`config.mk`:
```
export PLATFORM = sky130hd
export DESIGN_NAME = mm_cell
export DESIGN_NICKNAME = d
export VERILOG_FILES = /design/src/mm_pkg.sv /design/src/mm_cell.sv
export SDC_FILE = /design/constraint.sdc
export NUM_CORES = 1
export LEC_CHECK = 0
export ABC_CLOCK_PERIOD_IN_PS = 13750
export BUFFER_PORTS_ARGS = -buffer_cell sky130_fd_sc_hd__buf_2
export CAP_MARGIN = 20
export CORE_ASPECT_RATIO = 1.5
export CORE_MARGIN = 2
export CORE_UTILIZATION = 63
export CTS_BUF_LIST = sky130_fd_sc_hd__clkbuf_8
export CTS_CLUSTER_DIAMETER = 100
export CTS_CLUSTER_SIZE = 30
export DETAILED_ROUTE_END_ITERATION = 6
export HOLD_SLACK_MARGIN = 0.03
export PLACE_DENSITY = 0.83
export SYNTH_ARGS = -nofsm -noshare
export SYNTH_HDL_FRONTEND = slang
export SYNTH_SLANG_ARGS = --single-unit
export TNS_END_PERCENT = 20
```
`constraint.sdc`:
```
create_clock -name clk_i -period 13.75 [get_ports clk_i]
set_input_delay 0.6875 -clock clk_i [delete_from_list [all_inputs] [get_ports clk_i]]
set_output_delay 0.6875 -clock clk_i [all_outputs]
set_load 0.005 [all_outputs]
```
`src/mm_pkg.sv`:
```
// Package with the shared types and codes of the matrix multiplier.
package mm_pkg;

  // Field widths fixed by the item format.
  localparam int unsigned IDX_W  = 3;
  localparam int unsigned DIM_W  = 4;
  localparam int unsigned ELEM_W = 16;
  localparam int unsigned PROD_W = 40;
  localparam int unsigned MUL_W  = 2 * ELEM_W;

  // Command codes carried in tuser.
  typedef enum logic [1:0] {
    CMD_LOAD_A  = 2'd0,
    CMD_LOAD_B  = 2'd1,
    CMD_COMPUTE = 2'd2,
    CMD_NONE    = 2'd3
  } mm_cmd_e;

  // Register indexes of the configuration port.
  typedef enum logic [1:0] {
    REG_ROWS_A    = 2'd0,
    REG_INNER_DIM = 2'd1,
    REG_COLS_B    = 2'd2,
    REG_NONE      = 2'd3
  } mm_reg_e;

  // One element of A travelling down the row of cells.
  typedef struct packed {
    logic                     valid;
    logic                     first;
    logic                     last_k;
    logic                     last_row;
    logic [IDX_W-1:0]         row;
    logic [IDX_W-1:0]         k;
    logic signed [ELEM_W-1:0] a;
  } mm_tok_t;

  // Write of one element of B, broadcast to every cell.
  typedef struct packed {
    logic                     en;
    logic [IDX_W-1:0]         row;
    logic [IDX_W-1:0]         col;
    logic signed [ELEM_W-1:0] data;
  } mm_bwr_t;

  // Finished element of C offered by a cell.
  typedef struct packed {
    logic                     valid;
    logic                     last;
    logic [IDX_W-1:0]         row;
    logic [IDX_W-1:0]         col;
    logic signed [PROD_W-1:0] product;
  } mm_res_t;

endpackage

```
`src/mm_cell.sv`:
```
// One multiply-accumulate cell holding one column of B.
module mm_cell #(
  parameter int unsigned COL    = 0,
  parameter int unsigned MAX_DIM = 8
) (
  input  logic            clk_i,
  input  logic            rst_ni,
  input  logic            en_i,
  input  logic [mm_pkg::DIM_W-1:0] p_i,
  input  mm_pkg::mm_bwr_t bwr_i,
  input  mm_pkg::mm_tok_t tok_i,
  output mm_pkg::mm_tok_t tok_o,
  output mm_pkg::mm_res_t res_o
);
  import mm_pkg::*;

  localparam int unsigned AW = (MAX_DIM > 1) ? $clog2(MAX_DIM) : 1;

  logic signed [ELEM_W-1:0] bcol_q [MAX_DIM];
  logic signed [MUL_W-1:0]  mul;
  logic signed [PROD_W-1:0] acc_d, acc_q;
  mm_tok_t                  tok_q;
  logic                     res_valid_q, res_last_q;
  logic [IDX_W-1:0]         res_row_q;
  logic                     in_range;

  // Column store: written by loads of B that address this column.
  always_ff @(posedge clk_i) begin
    if (bwr_i.en && (bwr_i.col == IDX_W'(COL))) begin
      bcol_q[bwr_i.row[AW-1:0]] <= bwr_i.data;
    end
  end

  // Multiply the passing element of A by this column's entry and accumulate.
  assign mul      = tok_i.a * bcol_q[tok_i.k[AW-1:0]];
  assign acc_d    = (tok_i.first ? '0 : acc_q) + PROD_W'(mul);
  assign in_range = (DIM_W'(COL) < p_i);

  // Control: forwarded token and the result flag.
  always_ff @(posedge clk_i or negedge rst_ni) begin
    if (!rst_ni) begin
      tok_q       <= '0;
      res_valid_q <= 1'b0;
    end else if (en_i) begin
      tok_q       <= tok_i;
      res_valid_q <= tok_i.valid && tok_i.last_k && in_range;
    end
  end

  // Payload: accumulator and the coordinates of the finished element.
  always_ff @(posedge clk_i) begin
    if (en_i && tok_i.valid) begin
      acc_q      <= acc_d;
      res_row_q  <= tok_i.row;
      res_last_q <= tok_i.last_row && (DIM_W'(COL) == p_i - DIM_W'(1));
    end
  end

  assign tok_o         = tok_q;
  assign res_o.valid   = res_valid_q;
  assign res_o.last    = res_last_q;
  assign res_o.row     = res_row_q;
  assign res_o.col     = IDX_W'(COL);
  assign res_o.product = acc_q;

endmodule
```
# Word level (Yosys, flattened, before mapping)
# Memory sizes are Yosys's and may differ from the RTL's.
# Cells that the tools add are included.
[word_totals] elab_cells=26 ramBits=128 mem_count=1 reg_bits=71
[memory_table] memory="bcol_q" depth=8 word_bits=16 read_ports=1 rd_ports_with_merged_regs=0 write_ports=1 line_no="mm_cell.sv:19" source="logic signed [ELEM_W-1:0] bcol_q [MAX_DIM];"
[classes] n_addsub=2 magnitude_cmp=1 reduce_logical=7 multipliers=1 muxes=3
[op_table] operator="40-bit adder" count=1
[op_table] operator="40-bit 2-to-1 mux" count=1
[op_table] operator="16-bit by 16-bit multiplier with 32-bit output" count=1
[op_table] operator="1-bit logical AND" count=5
[op_table] operator="4-bit zero test" count=1
[op_table] operator="1-bit by 4-bit less-than comparator with 1-bit output, first input constant" count=1
[op_table] operator="4-bit by 1-bit subtractor with 4-bit output, second input constant" count=1
[op_table] operator="3-bit zero test" count=1
[op_table] operator="1-bit 2-to-1 mux" count=2

# Longest topological paths before layout
# Gate-level depths: netlist (run 1).
[logic_depth] depth_word=4 mapped_depth=40

# Worst setup path after synthesis (run 1)
# Ideal clock, no wire load.
[synth_path] path_type="input-to-reg" start="in tok_i[16] in the netlist's numbering" end="reg acc_q[39], data pin" path_stages=37 path_buffers=3 t_required_ns=13.485 setup_ns=0.265 setup_slack_ns=3.553 arrival_ns=9.931 path_cell_list="clkbuf_1 -> buf_1 -> mux4_2 -> mux2i_1 -> clkbuf_1 -> nor2b_1 -> fa_1 -> inv_1 -> fa_1 -> fa_1 -> inv_1 -> fa_1 -> fa_1 -> inv_1 -> fa_1 -> inv_1 -> ha_1 -> a2111oi_0 -> o21ai_0 -> a21oi_1 -> nor4_1 -> o31ai_1 -> a21oi_1 -> a41o_1 -> a21oi_1 -> xnor2_1 -> ha_1 -> inv_1 -> nor2_1 -> and2_1 -> a22oi_1 -> o21ai_1 -> o32a_1 -> a31o_4 -> a31oi_4 -> mux2i_1 -> or3_1"
[synth_via] elab_chain_len=3
[synth_rtl] item="start: declaration" line_no="mm_cell.sv:11" source="input mm_pkg::mm_tok_t tok_i,"
[synth_rtl] item="memory read 8 x 16 bit"
[synth_rtl] item="16-bit by 16-bit multiplier with 32-bit output" line_no="mm_cell.sv:35" source="assign mul = tok_i.a * bcol_q[tok_i.k[AW-1:0]];"
[synth_rtl] item="40-bit adder" line_no="mm_cell.sv:36" source="assign acc_d = (tok_i.first ? '0 : acc_q) + PROD_W'(mul);"
[synth_rtl] item="via acc_d[39]" line_no="mm_cell.sv:21" source="logic signed [PROD_W-1:0] acc_d, acc_q;"
[synth_rtl] item="end signal: assignment" line_no="mm_cell.sv:53" source="acc_q <= acc_d;"
[synth_rtl] item="end: declaration" line_no="mm_cell.sv:21"
# The timed path passes the listed nets, and every way through them passes these cells.
# A chain may end at the register's enable or synchronous reset.

# Worst setup path after layout (run 1)
[layout_path] start="in tok_i[16] in the netlist's numbering" end="reg acc_q[38], data pin"
# Same word-level chain as after synthesis.

==> results of run 1 <==
cell type report:
class	instances	area [um^2]
clock buffers	17	234
repair buffers	136	718
multi-input cells	1154	12100
fillers	2130	9440
inverters	305	1140
clock inverters	15	240
well taps	400	500
flip-flops and latches	199	5840
per-layer routing:
metal	track usage [%]	vias to the layer above	wire, um
met5	0	-	7
met4	15.6	2	2510
met3	4.41	166	2260
met2	50.1	510	23000
met1	30.4	6604	14800
li1	-	5733	-
how the worst max path moves through the flow:
stage / start / to / cells past startpoint
after global placement: tok_i[16] / acc_q[39]$_DFFE_PP_ / 35
final: tok_i[16] / acc_q[38]$_DFFE_PP_ / 33
after CTS: tok_i[16] / acc_q[38]$_DFFE_PP_ / 32
after floorplan: tok_i[16] / acc_q[39]$_DFFE_PP_ / 37
after global routing: tok_i[16] / acc_q[38]$_DFFE_PP_ / 33
after detailed placement: tok_i[16] / acc_q[39]$_DFFE_PP_ / 35
kinds of logic after synthesis:
family	after synthesis
compound gates	172
xor+xnor	74
fa+ha+maj	383
buf+inv	361
flops	199
mux	76
other cells	1
simple gates	446
cells in the mapped netlist (5+ instances only):
cell / instances
mux2i_1: 9
ha_1: 120
nand2_1: 133
nor2_1: 56
or2_2: 5
fa_1: 263
xor2_1: 13
nand3_1: 12
nor3_1: 8
o21ai_1: 6
and2_1: 49
o21a_1: 7
a21o_1: 29
dfrtp_1: 27
nand2b_1: 30
nor2b_1: 126
a21oi_1: 61
clkbuf_1: 47
o21bai_1: 10
buf_4: 5
o21ai_0: 22
xnor2_1: 61
mux4_2: 32
inv_1: 305
nand4_1: 8
mux2_2: 35
edfxtp_1: 172
flip-flops by register name, summed over array words and instances, names as in the netlist:
name and cells:
acc_q 40, bcol_q 128, res_row_q 3, tok_o 26, res_last_q 1, res_valid_q 1
worst max-delay path, delay by kind of cell:
family	cells	cell delay, ns
xor+xnor	2	0.33
mux	2	0.95
buf+inv	6	0.82
fa+ha+maj	8	3.85
simple gates	5	0.85
compound gates	10	3.10
through the flow:
step,hold slack (ns),util (%),setup slack [ns]
final,0.200,68.8,3.45
after global routing,0.231,68.8,2.86
after CTS,0.183,68.7,3.23
after detailed placement,0.491,67.2,2.69
after global placement,0.487,67.2,3.10
after floorplan,0.392,-,3.55
==> metrics.md, run 1 <==
| Metric | Value |
|---|---|
| Top Ports | `130` |
| FP Rows | `between 70 and 80` |
| Grt ovf | `0` |
| Overall Global Routing Usage | `27.5%` |
| Yosys top cell by area | `fa_1` |
| Slowest cell on crit path | `a2111oi_0` |
| Synth Area in Compound Gates | `between 5 and 6%` |
| Via count | `roughly 13,000` |
| Area grow syn2layout | `7.83%` |
| Nets | `approximately 2,300` |
| Worst slew pin tran | `between 1 and 1.5 ns` |
| Synth Area per Inst | `11.3 um^2` |
| Die width | `~150 um` |
| Crit path max fanout | `22` |
| Post-CTS Setup Repair Bufs | `0` |
| Post-synth EDFFs | `roughly 170` |
| Post-synthesis sequential area ratio | `30.3%` |
| H-tree Lvls | `4` |
| CTS Hold Bufs | `0` |
| Status | `completed` |
| Vias in the first global route | `between 10,000 and 15,000` |
| Sink Count | `199` |
| DR pass1 iterations | `5` |
| Post-cts sizing count | `0` |
| Hpwl dp | `32.4 mm` |
| Simple logic cell fraction of the synthesized area | `12.0%` |
| Most used cell, CP | `fa_1` |
| CP Class | `in2reg` |
| Layout cells sized above 1 | `14.1%` |
| Routability congestion estimate | `0.908` |
| CP endpoint kind | `flip-flop` |
| Synthesis Warnings | `0` |
| Final wirelength | `42.7 mm` |
| Initial antenna violation count | `1` |
| Adder-cell share of the synthesized area | `35.1%` |
| Mux contribution to synthesized area | `6.24%` |
| Fin crit share | `74.9%` |
| Reg2Reg Setup Slack | `3.92 ns` |
| Setup crit start kind | `primary input` |
| Crit path DAT | `10.58 ns` |
| Post-synth top area share | `27.3%` |
| Root Driver | `clkbuf_8` |
| FFs w/ async S/R, synth | `13.6%` |
| Final non-filler cell total | `2,226` |
| CTS tree | `yes` |
| Global-route wire length before repair | `68.1 mm` |
| Synth Cell Area | `19,300 um^2` |
| Vias per Instance | `just under 6` |
| Clock slew at reported path FFs | `0.13 ns` |
| Cell Area, Placed | `20,300 um^2` |
| RR Endpoint | `acc_q[38]$_DFFE_PP_` |
| Max Buffers Root-to-Sink | `2` |
| Die Ht | `about 220 um` |
| Final instance area | `20,800 um^2` |
| Inserted Diodes | `0` |
| Setup violations, final | `0` |
| RR Startpoint | `bcol_q[7][10]$_DFFE_PP_` |
| Die area | `32,100 um^2` |
| Core area | `30,300 um^2` |
| Post-detailed-route count of antenna-violating nets | `0` |
| Slew headroom | `about a quarter` |
| Drt first-iter violations | `679` |
| MaxCap Viol Count | `0` |
| Top post-synthesis cells by area | `fa_1, edfxtp_1, ha_1, inv_1, nor2b_1` |
| Clk_lat worst skew | `roughly 0.52 ns` |
| Most frequent cells in the layout | `inv_1, fa_1, edfxtp_1` |
| PortBufs | `126` |
| Pin count of the biggest net entering global routing | `45` |
| Count of cell types in the netlist | `61` |
| Ys flop type | `edfxtp_1` |
| Post-DR wirelength/cell | `19.2 um` |
| Cts bufs inserted | `17` |
| Cell count after placement | `2,193` |
| Final min period | `10.30 ns` |
| CP Data Required Time | `roughly 14 ns` |
| Largest family of logic cells by synthesized area | `adder cells` |
| Flop and latch count out of synthesis | `around 200` |
| Initial core utilization | `63.8%` |
| TNS Setup | `0 ns` |
| XOR/XNOR share of the synthesized area | `under 10%` |
| Worst hold path class | `in2async` |
| # DRC | `0` |
| Reg2Reg Depth | `31` |
| Max Fclk | `0.0971 GHz` |
| Post-Syn Instances | `1,712` |
| Biggest cell delay along the critical path | `0.67 ns` |
| Unrepaired setup endpoints after global routing | `no` |
| Slew Limit Fails | `0` |
| Hold violation count in the final report | `0` |
| Most common cell after layout, fill and taps aside | `inv_1` |
| Clk_skew | `between 0.02 and 0.025 ns` |
Power of run 1 is left out: the tool's default activity adds up to more than one toggle a clock period on the data nets, which glitch-free logic cannot reach.
==> run 2, diff against run 1 <==
--- a/config.mk
+++ b/config.mk
@@ -5,18 +5,18 @@
 export SDC_FILE = /design/constraint.sdc
 export NUM_CORES = 1
 export LEC_CHECK = 0
-export ABC_CLOCK_PERIOD_IN_PS = 13750
+export ABC_CLOCK_PERIOD_IN_PS = 8600
 export BUFFER_PORTS_ARGS = -buffer_cell sky130_fd_sc_hd__buf_2
 export CAP_MARGIN = 20
 export CORE_ASPECT_RATIO = 1.5
 export CORE_MARGIN = 2
-export CORE_UTILIZATION = 63
+export CORE_UTILIZATION = 58
 export CTS_BUF_LIST = sky130_fd_sc_hd__clkbuf_8
 export CTS_CLUSTER_DIAMETER = 100
 export CTS_CLUSTER_SIZE = 30
 export DETAILED_ROUTE_END_ITERATION = 6
 export HOLD_SLACK_MARGIN = 0.03
-export PLACE_DENSITY = 0.83
+export PLACE_DENSITY = 0.8
 export SYNTH_ARGS = -nofsm -noshare
 export SYNTH_HDL_FRONTEND = slang
 export SYNTH_SLANG_ARGS = --single-unit
==> constraint.sdc (replaced) <==
create_clock -name clk_i -period 8.6 [get_ports clk_i]
set_input_delay 0.43 -clock clk_i [delete_from_list [all_inputs] [get_ports clk_i]]
set_output_delay 0.43 -clock clk_i [all_outputs]
set_load 0.005 [all_outputs]
==> metrics.md, run 2 (synthesis gave the netlist of run 1 again) <==
| Metric | Value |
|---|---|
| Status | `finished with violations` |
| Failing checks | `setup timing` |
| Clk_lat worst skew | `0.52 ns` |
| Drt first-iter violations | `924` |
| Multi-input gate area | `12,400 um^2` |
| Final instance area | `22,800 um^2` |
| Initial antenna violation count | `2` |
| Cts bufs inserted | `17` |
| Root Driver | `clkbuf_8` |
| Most used cell, CP | `fa_1` |
| Hold WS | `0.0924 ns` |
| Reg2Reg Depth | `36` |
| Sink Count | `199` |
| Core area | `32,700 um^2` |
| Hold violation count in the final report | `0` |
| Crit path max fanout | `7` |
| Unrepaired setup endpoints after global routing | `yes` |
| Global-route wire length before repair | `74.2 mm` |
| Post-DR wirelength/cell | `19.1 um` |
| H-tree Lvls | `4` |
| Slowest cell on crit path | `fa_1` |
| Grt ovf | `0` |
| Via count | `13,875` |
| Max reg flops | `between 100 and 150` |
| Vias per Instance | `approximately 5.7` |
| Final min period | `between 8 and 9 ns` |
| Inserted Diodes | `0` |
| Cell Area, Placed | `22,000 um^2` |
| Most common cell after layout, fill and taps aside | `inv_1` |
| TNS Setup | `-1.14 ns` |
| Hpwl dp | `36.4 mm` |
| Die width | `153 um` |
| # DRC | `0` |
| Clock slew at reported path FFs | `0.13 ns` |
| MaxCap Viol Count | `0` |
| Die area | `~35,000 um^2` |
| Min-Delay Endpoint | `res_row_q[2]$_DFFE_PP_` |
| Biggest cell delay along the critical path | `0.53 ns` |
| Slew Limit Fails | `0` |
| Layout cells sized above 1 | `25.1%` |
| Slew headroom | `28.8%` |
| Crit path DAT | `between 9 and 10 ns` |
| Setup crit start kind | `flip-flop` |
| Worst slew pin tran | `1.07 ns` |
| CTS tree | `yes` |
| Max Fclk | `roughly 0.11 GHz` |
| PortBufs | `roughly 130` |
| Fin crit share | `104%` |
| Pin count of the biggest net entering global routing | `45` |
| Nets | `2,463` |
| FP Rows | `81` |
| Routability congestion estimate | `0.909` |
| Worst hold path class | `in2reg` |
| Worst Hold Launch | `tok_i[21]` |
| Setup violations, final | `8` |
| Area grow syn2layout | `18.1%` |
| Initial core utilization | `59.0%` |
| CP Class | `reg2reg` |
| Max Buffers Root-to-Sink | `2` |
| DR pass1 iterations | `7` |
| Clk_skew | `about 0.013 ns` |
| Most frequent cells in the layout | `inv_1, fa_1, buf_4` |
| Top Ports | `130` |
| Vias in the first global route | `~15,000` |
| RR Endpoint | `acc_q[39]$_DFFE_PP_` |
| Overall Global Routing Usage | `27.6%` |
| Die Ht | `227 um` |
| Final wirelength | `46.7 mm` |
| RR Startpoint | `bcol_q[2][6]$_DFFE_PP_` |
| CP endpoint kind | `flip-flop` |
| Reg2Reg Setup Slack | `-0.33 ns` |
| Final worst setup slack | `-0.334 ns` |
| Fillers | `2,313` |
| Post-detailed-route count of antenna-violating nets | `0` |
| CP Data Required Time | `8.88 ns` |
| Cells on Worst Hold Path | `1` |
| FF/Latch Area | `5840 um^2` |
run 2: cell types whose count changed in the layout (fill, tap and decap cells not counted), moves of 7 or more:
cell,change
buf_12,+7
a21oi_1,-9
buf_6,+11
a21oi_2,+8
buf_4,+192
run 2: repair_timing:
item,in CTS,in global routing
hold buffers,1,0
pin swaps,27,30
gates resized for setup,19,37
endpoints found under the setup margin,7,12
endpoints found under the hold margin,27,0
setup buffers,11,3
run 2: through the flow:
| stage | utilization [%] | setup WS (ns) | cells |
|---|---|---|---|
| finish | 69.7 | -0.334 | 2452 |
| global route | 69.7 | -0.574 | 2452 |
| CTS | 69.1 | -0.318 | 2448 |
| detailed placement | 67.2 | -0.878 | 2404 |
| global placement | 67.2 | -0.681 | 2404 |
| floorplan | - | -0.239 | 1714 |
run 2: final cells by class:
class                           instances  share of cell area [%]
Sequential cell                       199                    25.6
Timing Repair Buffer                  347                    10.7
Tap cell                              415                    2.28
Clock inverter                         15                    1.03
Clock buffer                           17                    1.03
Inverter                              305                    5.02
Multi-Input combinational cell       1154                    54.4
run 2: worst max-delay path: cells and delay by family (launching register included):
family	cells	cell delay, ns
DFF	1	0.43
and+or+nand+nor	5	0.69
xor gates and xnor gates	1	0.14
buffers and inverters	7	0.62
adders and majority gates	8	3.50
muxes	3	0.80
AOI/OAI and AO/OA	12	2.48
run 2: how the worst max path moves through the flow:
stage                          endpoint               startpoint  slack [ns]
floorplan           acc_q[39]$_DFFE_PP_                tok_i[16]       -0.24
global placement    acc_q[39]$_DFFE_PP_                tok_i[16]       -0.68
detailed placement  acc_q[39]$_DFFE_PP_                tok_i[16]       -0.88
CTS                 acc_q[39]$_DFFE_PP_  bcol_q[2][12]$_DFFE_PP_       -0.32
global route        acc_q[39]$_DFFE_PP_   bcol_q[1][6]$_DFFE_PP_       -0.57
finish              acc_q[39]$_DFFE_PP_   bcol_q[2][6]$_DFFE_PP_       -0.33
run 2: per-layer routing:
metal / share of wire [%] / wire length (um) / global-route usage, %
met5: 0.064 / 30 / 0
met4: 6.7 / 3110 / 17.4
met3: 4.7 / 2180 / 3.69
met2: 55 / 25800 / 51.8
met1: 33 / 15600 / 29.1
Power of run 2 is left out for the same reason.
==> run 3, diff against run 2 <==
--- a/config.mk
+++ b/config.mk
@@ -10,13 +10,12 @@
 export CAP_MARGIN = 20
 export CORE_ASPECT_RATIO = 1.5
 export CORE_MARGIN = 2
-export CORE_UTILIZATION = 58
+export CORE_UTILIZATION = 30
 export CTS_BUF_LIST = sky130_fd_sc_hd__clkbuf_8
 export CTS_CLUSTER_DIAMETER = 100
 export CTS_CLUSTER_SIZE = 30
 export DETAILED_ROUTE_END_ITERATION = 6
 export HOLD_SLACK_MARGIN = 0.03
-export PLACE_DENSITY = 0.8
 export SYNTH_ARGS = -nofsm -noshare
 export SYNTH_HDL_FRONTEND = slang
 export SYNTH_SLANG_ARGS = --single-unit
==> metrics.md, run 3 (synthesis gave the netlist of run 1 again) <==
| Metric | Value |
|---|---|
| Most common cell after layout, fill and taps aside | `inv_1` |
| MaxCap Viol Count | `0` |
| Routability congestion estimate | `~0.86` |
| Hold WS | `0.105 ns` |
| Sink Count | `199` |
| Initial core utilization | `30.4%` |
| Slowest cell on crit path | `mux4_2` |
| Slew Limit Fails | `0` |
| Drt first-iter violations | `640` |
| Status | `completed` |
| CP Data Required Time | `8.91 ns` |
| Cts bufs inserted | `17` |
| Clock slew at reported path FFs | `0.14 ns` |
| Overall Global Routing Usage | `approximately 15%` |
| Setup violations, final | `0` |
| Global-route wire length before repair | `77.0 mm` |
| Post-DR wirelength/cell | `about 17 um` |
| Cells on Worst Hold Path | `1` |
| FF/Latch Area | `5840 um^2` |
| Most used cell, CP | `fa_1` |
| CP endpoint kind | `flip-flop` |
| Biggest cell delay along the critical path | `0.51 ns` |
| Vias in the first global route | `15,014` |
| Worst hold path class | `in2reg` |
| Slew headroom | `approximately 29%` |
| H-tree Lvls | `4` |
| CTS tree | `yes` |
| Die width | `211 um` |
| Via count | `13,565` |
| Final instance area | `23,900 um^2` |
| Layout cells sized above 1 | `between 20 and 30%` |
| Initial antenna violation count | `7` |
| Final non-filler cell total | `2,885` |
| Fillers | `6,099` |
| Hpwl dp | `39.9 mm` |
| Core area | `63,500 um^2` |
| Post-detailed-route count of antenna-violating nets | `0` |
| Hold violation count in the final report | `0` |
| Unrepaired setup endpoints after global routing | `yes` |
| Die area | `66,400 um^2` |
| PortBufs | `126` |
| Max Fclk | `~0.12 GHz` |
| Reg2Reg Depth | `34` |
| Cell count after placement | `2,823` |
| DR pass1 iterations | `5` |
| Max reg flops | `128` |
| Grt ovf | `0` |
| Clk_lat worst skew | `0.54 ns` |
| Fin crit share | `99.7%` |
| Max Buffers Root-to-Sink | `2` |
| CP Class | `reg2reg` |
| Final wirelength | `49.1 mm` |
| Final min period | `8.57 ns` |
| Cell Area, Placed | `roughly 23,000 um^2` |
| Most frequent cells in the layout | `inv_1, fa_1, buf_4` |
| # DRC | `0` |
| Vias per Instance | `4.70` |
| Pin count of the biggest net entering global routing | `42` |
| Crit path max fanout | `6` |
| Worst slew pin tran | `1.06 ns` |
| Area grow syn2layout | `23.7%` |
| Crit path DAT | `8.88 ns` |
| FP Rows | `113` |
| Nets | `between 2,000 and 3,000` |
| Clk_skew | `0.0314 ns` |
| Root Driver | `clkbuf_8` |
| Setup crit start kind | `flip-flop` |
| Top Ports | `130` |
| Die Ht | `~310 um` |
| Multi-input gate area | `12,600 um^2` |
-- run 3: cell count changes in the layout (fill, tap and decap cells not counted), moves of 7 or more --
cell	change
a21oi_1	-9
a21oi_2	+7
buf_4	+36
fa_1	-7
fa_2	+7
-- run 3: metal layers --
| layer | share of wire (%) | global-route usage [%] |
|---|---|---|
| met1 | 38 | 16.3 |
| met2 | 55 | 28.6 |
| met3 | 3.6 | 2.17 |
| met4 | 3.2 | 5.71 |
| met5 | 0.077 | 0 |
-- run 3: path summary, 6_finish.rpt --
check,startpoint,endpoint,slack (ns)
worst max-delay path,bcol_q[4][2]$_DFFE_PP_,acc_q[39]$_DFFE_PP_,0.03
worst min register to register,tok_o[3]$_DFFE_PN0P_,tok_o[3]$_DFFE_PN0P_,0.52
min in group asynchronous,rst_ni,tok_o[6]$_DFFE_PN0P_,0.47
worst min-delay path,tok_i[19],res_row_q[0]$_DFFE_PP_,0.10
worst max register to register,bcol_q[4][2]$_DFFE_PP_,acc_q[39]$_DFFE_PP_,0.03
max in group asynchronous,rst_ni,tok_o[25]$_DFFE_PN0P_,7.63
-- run 3: final cells by class --
cell class | count | area share (%)
flip-flops and latches | 199 | 24.5
well taps | 805 | 4.22
clock buffers | 18 | 1.04
clock inverters | 14 | 0.755
inverters | 305 | 4.80
repair buffers | 386 | 11.8
diodes | 2 | 0.0210
multi-input cells | 1156 | 53.0
-- run 3: worst max-delay path: cells and delay by family, from the launching register on --
family          cells  cell delay [ns]
compound gates     14             2.63
buf+inv             3             0.14
fa+ha+maj           8             3.44
xor+xnor            1             0.13
simple gates        5             0.61
flops               1             0.40
mux                 3             0.95
-- run 3: what timing repair did --
| action | 4_1_cts | 5_1_grt |
|---|---|---|
| hold endpoints to repair | 27 | 0 |
| setup buffers | 7 | 17 |
| gates resized for setup | 22 | 91 |
| pin swaps | 25 | 86 |
| setup endpoints to repair | 7 | 12 |
| cloned | 0 | 3 |
| hold buffers | 1 | 0 |
-- run 3: metrics by stage --
step / utilization [%] / TNS, ns / setup slack [ns]
finish: 37.6 / 0 / 0.0292
global route: 37.6 / -1.31 / -0.313
CTS: 36.7 / -0.369 / -0.173
detailed placement: 35.8 / -6.62 / -0.920
global placement: 35.7 / -4.99 / -0.757
floorplan: - / -0.327 / -0.239
Power of run 3 is left out for the same reason.
